===== src/rtl/avsc_pkg.sv =====
// Shared types, widths and operation codes of the address-space view classifier.
package avsc_pkg;

  // Default number of table entries; the top level exposes it as a parameter.
  localparam int TableEntriesDefault = 16;

  // Fixed field widths.
  localparam int OpW    = 3;
  localparam int RootW  = 64;
  localparam int SlotW  = 5;
  localparam int CountW = 5;
  localparam int StatW  = 32;
  localparam int CfgIdxW = 1;

  // Operation codes.
  localparam logic [OpW-1:0] OP_LOOKUP         = 3'd0;
  localparam logic [OpW-1:0] OP_REGISTER       = 3'd1;
  localparam logic [OpW-1:0] OP_UNREGISTER     = 3'd2;
  localparam logic [OpW-1:0] OP_CLEAR          = 3'd3;
  localparam logic [OpW-1:0] OP_RESET_COUNTERS = 3'd4;

  // Configuration register indexes.
  localparam logic [CfgIdxW-1:0] CFG_TARGET_ROOT   = 1'b0;
  localparam logic [CfgIdxW-1:0] CFG_TARGET_ENABLE = 1'b1;

  // Token that travels down the row of cells, one cell per cycle while the row advances.
  typedef struct packed {
    logic              valid;
    logic [OpW-1:0]    op;
    logic [RootW-1:0]  key;
    logic              hit;     // a valid entry matched the key (before any change)
    logic              taken;   // a register operation has claimed a slot
    logic [SlotW-1:0]  slot;    // 1-based slot claimed, or zero
    logic [CountW-1:0] count;   // running count of valid entries after the operation
  } token_t;

endpackage


===== src/rtl/address_space_view_classifier_unit.sv =====
// Top level of the address-space view classifier: cell row, result stage and config registers.
//
// The table is a row of TABLE_ENTRIES cells, one root per cell. Each transaction travels
// down the row one cell per cycle while the row is not stalled and then through one result
// stage, where its result is registered. Transactions follow each other one per cycle while
// the row is not stalled, because every cell sees them in order and updates its entry before
// the next one arrives. The whole row stalls while a result waits on the output, so in_ready
// follows out_ready whenever the result register is full.
// Configuration writes are always accepted and should be made only while no transaction is
// in flight.
module address_space_view_classifier_unit import avsc_pkg::*; #(
  parameter int TABLE_ENTRIES = TableEntriesDefault
) (
  input  logic               clk,
  input  logic               rst,
  // Input channel.
  input  logic               in_valid,
  output logic               in_ready,
  input  logic [OpW-1:0]     operation,
  input  logic [RootW-1:0]   root_value,
  // Output channel.
  output logic               out_valid,
  input  logic               out_ready,
  output logic               view,
  output logic [SlotW-1:0]   slot_number,
  output logic               entry_match,
  output logic [CountW-1:0]  occupied_count,
  output logic [StatW-1:0]   target_hits,
  output logic [StatW-1:0]   table_hits,
  output logic [StatW-1:0]   other_hits,
  // Configuration channel.
  input  logic               cfg_valid,
  output logic               cfg_ready,
  input  logic [CfgIdxW-1:0] cfg_index,
  input  logic [RootW-1:0]   cfg_data
);

  logic             advance;
  logic [RootW-1:0] target_root;
  logic             target_enable;
  token_t           chain_tok [TABLE_ENTRIES+1];

  // The row moves whenever the result register is empty or being emptied.
  assign advance   = !out_valid || out_ready;
  assign in_ready  = advance;
  assign cfg_ready = 1'b1;

  // Configuration registers.
  always_ff @(posedge clk) begin
    if (rst) begin
      target_root   <= '0;
      target_enable <= 1'b0;
    end else if (cfg_valid && cfg_ready) begin
      case (cfg_index)
        CFG_TARGET_ROOT:   target_root   <= cfg_data;
        CFG_TARGET_ENABLE: target_enable <= cfg_data[0];
        default: begin
        end
      endcase
    end
  end

  // Token entering the first cell.
  always_comb begin
    chain_tok[0].valid = in_valid && in_ready;
    chain_tok[0].op    = operation;
    chain_tok[0].key   = root_value;
    chain_tok[0].hit   = 1'b0;
    chain_tok[0].taken = 1'b0;
    chain_tok[0].slot  = '0;
    chain_tok[0].count = '0;
  end

  // Row of table cells.
  for (genvar g = 0; g < TABLE_ENTRIES; g++) begin : g_cell
    avsc_cell #(
      .INDEX(g)
    ) u_cell (
      .clk    (clk),
      .rst    (rst),
      .advance(advance),
      .tok_in (chain_tok[g]),
      .tok_out(chain_tok[g+1])
    );
  end

  // Lookup decision, counters and result register.
  avsc_result u_result (
    .clk           (clk),
    .rst           (rst),
    .advance       (advance),
    .tok_in        (chain_tok[TABLE_ENTRIES]),
    .target_root   (target_root),
    .target_enable (target_enable),
    .out_valid     (out_valid),
    .view          (view),
    .slot_number   (slot_number),
    .entry_match   (entry_match),
    .occupied_count(occupied_count),
    .target_hits   (target_hits),
    .table_hits    (table_hits),
    .other_hits    (other_hits)
  );

`ifndef NO_ASSERTIONS
  // An accepted transaction is in the first cell on the next cycle.
  a_enter_row: assert property (@(posedge clk) disable iff (rst)
    in_valid && in_ready |=> chain_tok[1].valid)
    else $error("accepted transaction did not enter the cell row");

  // A stalled row holds its first token.
  a_row_holds: assert property (@(posedge clk) disable iff (rst)
    !advance |=> $stable(chain_tok[1]))
    else $error("cell row moved while the result was stalled");

  // A hooked view comes only from a lookup, which never claims a slot.
  a_hooked_no_slot: assert property (@(posedge clk) disable iff (rst)
    out_valid && view |-> slot_number == '0)
    else $error("hooked view reported together with a slot number");
`endif

endmodule


===== src/rtl/avsc_cell.sv =====
// One table entry of the classifier row: holds a root, updates it and forwards the token.
module avsc_cell import avsc_pkg::*; #(
  parameter int INDEX = 0
) (
  input  logic   clk,
  input  logic   rst,
  input  logic   advance,
  input  token_t tok_in,
  output token_t tok_out
);

  localparam logic [SlotW-1:0] SlotId = SlotW'(INDEX + 1);

  logic             ent_valid;
  logic [RootW-1:0] ent_root;

  logic   match;
  logic   take;
  logic   release_ent;
  logic   valid_after;
  token_t tok_next;

  // Compare against the stored root and decide what this entry does.
  always_comb begin
    match       = tok_in.valid && ent_valid && (ent_root == tok_in.key);
    take        = tok_in.valid && (tok_in.op == OP_REGISTER) && !tok_in.taken && !ent_valid;
    release_ent = tok_in.valid &&
                  (((tok_in.op == OP_UNREGISTER) && match && !tok_in.hit) ||
                   (tok_in.op == OP_CLEAR));
    if (take) begin
      valid_after = 1'b1;
    end else if (release_ent) begin
      valid_after = 1'b0;
    end else begin
      valid_after = ent_valid;
    end

    tok_next       = tok_in;
    tok_next.hit   = tok_in.hit | match;
    tok_next.taken = tok_in.taken | take;
    tok_next.slot  = take ? SlotId : tok_in.slot;
    tok_next.count = tok_in.count + CountW'(valid_after);
  end

  // Entry storage and the token register toward the next cell.
  always_ff @(posedge clk) begin
    if (rst) begin
      ent_valid     <= 1'b0;
      tok_out.valid <= 1'b0;
    end else if (advance) begin
      tok_out   <= tok_next;
      ent_valid <= valid_after;
    end
    if (advance && take) begin
      ent_root <= tok_in.key;
    end
  end

endmodule


===== src/rtl/avsc_result.sv =====
// Final stage of the classifier: lookup decision, statistics counters and result register.
module avsc_result import avsc_pkg::*; (
  input  logic               clk,
  input  logic               rst,
  input  logic               advance,
  input  token_t             tok_in,
  input  logic [RootW-1:0]   target_root,
  input  logic               target_enable,
  output logic               out_valid,
  output logic               view,
  output logic [SlotW-1:0]   slot_number,
  output logic               entry_match,
  output logic [CountW-1:0]  occupied_count,
  output logic [StatW-1:0]   target_hits,
  output logic [StatW-1:0]   table_hits,
  output logic [StatW-1:0]   other_hits
);

  logic             view_next;
  logic [StatW-1:0] target_hits_next;
  logic [StatW-1:0] table_hits_next;
  logic [StatW-1:0] other_hits_next;

  // Classify a lookup and work out the counters after the operation.
  always_comb begin
    view_next        = 1'b0;
    target_hits_next = target_hits;
    table_hits_next  = table_hits;
    other_hits_next  = other_hits;
    case (tok_in.op)
      OP_LOOKUP: begin
        if (!target_enable) begin
          other_hits_next = other_hits + StatW'(1);
        end else if (tok_in.key == target_root) begin
          view_next        = 1'b1;
          target_hits_next = target_hits + StatW'(1);
        end else if (tok_in.hit) begin
          table_hits_next = table_hits + StatW'(1);
        end else begin
          other_hits_next = other_hits + StatW'(1);
        end
      end
      OP_RESET_COUNTERS: begin
        target_hits_next = '0;
        table_hits_next  = '0;
        other_hits_next  = '0;
      end
      default: begin
      end
    endcase
  end

  // Result register; the counters change only when a new result is loaded.
  always_ff @(posedge clk) begin
    if (rst) begin
      out_valid   <= 1'b0;
      target_hits <= '0;
      table_hits  <= '0;
      other_hits  <= '0;
    end else if (advance) begin
      out_valid <= tok_in.valid;
      if (tok_in.valid) begin
        target_hits <= target_hits_next;
        table_hits  <= table_hits_next;
        other_hits  <= other_hits_next;
      end
    end
    if (advance && tok_in.valid) begin
      view           <= view_next;
      slot_number    <= tok_in.slot;
      entry_match    <= tok_in.hit;
      occupied_count <= tok_in.count;
    end
  end

endmodule


===== config.mk =====
export PLATFORM = sky130hd
export DESIGN_NAME = address_space_view_classifier_unit
export DESIGN_NICKNAME = d
export VERILOG_FILES = /design/src/rtl/avsc_pkg.sv /design/src/rtl/address_space_view_classifier_unit.sv /design/src/rtl/avsc_cell.sv /design/src/rtl/avsc_result.sv
export SDC_FILE = /design/constraint.sdc
export NUM_CORES = 2
export LEC_CHECK = 0
export BUFFER_PORTS_ARGS = -buffer_cell sky130_fd_sc_hd__buf_2
export CORE_MARGIN = 5
export CORE_UTILIZATION = 55
export DETAILED_ROUTE_END_ITERATION = 6
export GPL_TIMING_DRIVEN = 0
export PLACE_DENSITY = 0.81
export REMOVE_ABC_BUFFERS = 1
export SYNTH_ARGS = -nofsm -noshare
export SYNTH_HDL_FRONTEND = slang
export SYNTH_SLANG_ARGS = --single-unit

===== constraint.sdc =====
create_clock -name clk -period 92.8 [get_ports clk]
set_input_delay 4.64 -clock clk [delete_from_list [all_inputs] [get_ports clk]]
set_output_delay 4.64 -clock clk [all_outputs]
set_load 0.005 [all_outputs]

==> results summary <==
The total overflow left after global routing is 0. The number of rows in the core area came out at between 100 and 150. The register area share after synthesis is 0.7887. Cell internal power was estimated by the tool at 1.781 mW. Signal routing reaches up to met5.

The number of violations of the max-capacitance limit is 0. The synthesized design contains ~2500 register bits. The maximum clock insertion buffer count is 3. The nature of the critical path endpoint is a primary output. The worst hold path belongs to the class reg -> reg. Using the TritonRoute via totals, the vias-per-cell ratio works out to ~5.7. The final number of max-transition violations came to 0. The vertical die dimension is between 400 and 500 um. The mean routed wirelength per cell came out at roughly 23 um. The time the worst path needs with I/O delays and setup is roughly 11 ns. In the detailed route, the total length drawn on met2 is 103800 um. Setup violations remaining at the end of the flow were counted as 0.

The via count of the first global-routing pass is around 47000. The core box area is roughly 160000 sq um. The insertion delay to the later sink of the worst-skew pair came out at slightly below 0.9 ns.

The total half-perimeter wirelength after legalization and detailed placement is about 140000 um. In the synthesized netlist the async set-or-reset flop fraction comes to 0. For flop-to-flop paths, the worst setup slack is around 89 ns. The leakage dissipation came out at 34.91 nW. After the first detailed-routing iteration, the DRC count stood at between 4000 and 5000.

By area the synthesized netlist is led by edfxtp_1, xor2_1, dfxtp_1. The highest attainable clock frequency came out at 91.46 MHz. The critical-path maximum fanout came out at 36.

The post-CTS clock slew at the launch and capture registers of the worst setup and hold paths came out at 0.06 ns. The average size of a mapped cell is 16.95 sq um. Counting flops with a built-in enable in the synthesized netlist gives approximately 2300. The final wirelength is roughly 190000 um. In this run the number of H-tree levels came out at 4.

The number of sinks on the clock net came out at ~2500. The endpoint required time on the critical path is approximately 88 ns. In this run the post-CTS setup repair buffer count came out at 0.

In this run, post-CTS hold repair placed 0 buffers. The multi-input combinational cells in the finished layout cover a total of roughly 18000 sq um. The mapped netlist covers ~90000 sq um. The switching share of power came out at 0.2075. The total power after layout came out at about 2.2 mW. The number of clock buffers inserted by TritonCTS is between 200 and 250. The number of remaining DRC errors is 0. Relative to the synthesized area, the layout overhead comes to 13.75%.

The all-layer global routing usage came out at 0.2181. The Yosys step of the flow raised 0 warnings. edfxtp_1 takes more of the synthesized area than any other cell. The delay contributed by the slowest stage of the critical path came out at about 0.67 ns. The number of nets in the layout came out at about 6000. The worst clock skew came out at between 0.05 and 0.06 ns. Setup repair after global routing left no endpoint under its margin.

The most critical setup path has its startpoint at out_ready. In the synthesized netlist, the cells that appear most often are edfxtp_1, xor2_1, xnor2_1. The routed length on met1 came out at approximately 67000 um. Among the stages of the critical path, the cell type that occurs most often is buf_2. The worst-margin pin slew is ~1.3 ns.

TritonCTS built the clock tree. Measured along the x axis, the die boundary spans about 420 um. The routed wire length on met3 is about 10000 um. The number of antenna violations at the first check in global routing came out at 2. The cell sitting at the root of the clock tree is a clkbuf_16.

Across the whole layout, storage elements account for 71810 sq um. The startpoint of the lowest-slack hold path is g_cell[15].u_cell.tok_out[9]$_SDFFCE_PP1P_. The power per cell area is 21.70 nW/um^2. The fraction of the cycle the final worst path needs is 0.1178.

The startpoint of the lowest-slack register-to-register path is g_cell[5].u_cell.tok_out[12]$_DFFE_PP_. The maximum number of pins on one net before global-route repair is 86. The run finished with clean final reports.

The final hold violation count is 0. The detail route stage leaves a number of antenna-violating nets equal to 0. The clock network fraction of design power is 0.402. Data arrives at the worst endpoint at around 6.3 ns. Adding up every negative setup slack in the final design gives 0 ns. The share of total power dissipated in combinational logic is 0.025. Synthesis instantiated 70 different standard cells from the library. The first-pass GRT wire length came out at 288400 um. In the synthesized netlist the dominant register cell turns out to be edfxtp_1. The starting density of the core is 0.5525.

The worst slew margin relative to its limit is 0.09809. The part of the power in registers came out at 0.573. The kind of cell with the highest combined delay along the critical path is buffers and inverters. The critical path is of the in -> out type.

The number of cells produced by synthesis is about 5400. Of the post-synthesis cell area, the dominant cell type holds 0.7460. Traced cell by cell, the critical path runs through buf_2, nor2b_4, inv_2, buf_2. The worst path buffer plus inverter count is 3. The worst vdd rail ir drop came out at about 0.023 mV. The number of gates resized after cts came out at 0. STA classifies the critical path startpoint as an input port. The most common cell in the synthesized netlist is edfxtp_1. The total I/O pin count is 248. The via count is between 40000 and 50000. The slowest stage of the critical path belongs to the cell nor2b_4. The floorplan step defined a die boundary enclosing ~170000 sq um.

The routability congestion estimate is 0.9112. The filler cells instantiated in the layout total about 11000. The fraction of layout instances using a drive strength above 1 came out at 0.1144. The number of buffers added on ports came out at roughly 250. The first-pass iteration count of the detailed router is 7. The power dissipated by switching net loads is 466.3 uW.
-- metal layers --
metal | up-vias | track usage
met2 | 1749 | 0.4036
met3 | 436 | 0.03629
li1 | 21300 | -
met1 | 23020 | 0.2429
met5 | - | 0
met4 | 2 | 0.1082
-- power by group through the flow --
stage | sequential [mW] | combinational [mW] | clock (mW)
after floorplan | 1.34 | 0.0351 | 0
after global placement | 1.38 | 0.0488 | 0
after detailed placement | 1.31 | 0.0557 | 0
after CTS | 1.29 | 0.0569 | 0.913
after global routing | 1.29 | 0.0614 | 0.963
final | 1.29 | 0.0566 | 0.904
-- cells in the final DEF (no fill, tap or decap), drive strengths merged, types with 21 or more instances in the layout --
cell type / count
and2: 21
nor2b: 90
nor3: 30
o31ai: 36
nor4: 148
a2111oi: 22
o21ai: 53
o2bb2ai: 25
nand4: 155
clkinv: 103
nand2: 250
inv: 254
edfxtp: 2262
o2111ai: 24
nand2b: 97
a21oi: 184
xor2: 448
ha: 32
o22ai: 62
bufinv: 23
or3: 45
xnor2: 421
clkbuf: 272
dfxtp: 194
or4: 48
buf: 328
nand3: 101
nor2: 96
-- sequential cells by signal (all words and copies together) (netlist names), 5 cells and up --
register / flops
g_cell.u_cell.tok_out: 1242
g_cell.u_cell.ent_root: 1024
target_root: 64
u_result.other_hits: 32
u_result.table_hits: 32
u_result.target_hits: 32
g_cell.u_cell.ent_valid: 16
u_result.occupied_count: 5
u_result.slot_number: 5
-- path summary, 6_finish.rpt --
kind                                                 to  cells after the start
setup reg to reg  g_cell[6].u_cell.tok_out[4]$_DFFE_PP_                     10
hold reg to reg       u_result.slot_number[4]$_DFFE_PP_                      0
hold / removal        u_result.slot_number[4]$_DFFE_PP_                      0
setup / recovery                               in_ready                      4
-- area by class of cell --
cell class | instances | share of cell area
Antenna cell | 2 | 0.00004832
Clock buffer | 272 | 0.05581
Clock inverter | 135 | 0.01360
Inverter | 246 | 0.008915
Multi-Input combinational cell | 2595 | 0.1753
Sequential cell | 2456 | 0.6933
Tap cell | 2189 | 0.02644
Timing Repair Buffer | 329 | 0.02659
-- through the flow --
step | cells | hold WS, ns | utilization | setup WS [ns] | cell area, sq um
6_report | 8224 | 0.4187 | 0.6285 | 81.87 | 103600
5_1_grt | 8222 | 0.4266 | 0.6284 | 81.77 | 103600
4_1_cts | 8222 | 0.4197 | 0.6284 | 81.85 | 103600
3_5_place_dp | 7815 | 0.4056 | 0.5848 | 81.86 | 96370
3_3_place_gp | 7732 | 0.4037 | 0.5746 | 12.63 | 94700
2_1_floorplan | 5297 | 0.4003 | - | 33.33 | 90730
-- cell families (layout without fill, tap and decap cells) --
kind of cell | after synthesis | count (layout) | synth area share
buf+inv | 321 | 982 | 0.01370
mux | 2 | 2 | 0.0002199
fa+ha+maj | 32 | 32 | 0.004397
flops | 2456 | 2456 | 0.7887
xor+xnor | 869 | 869 | 0.08359
compound gates | 544 | 544 | 0.04029
other cells | 1 | 3 | 0.00004119
simple gates | 1147 | 1147 | 0.06908
Note: power is estimated with default switching activity, not from simulation.
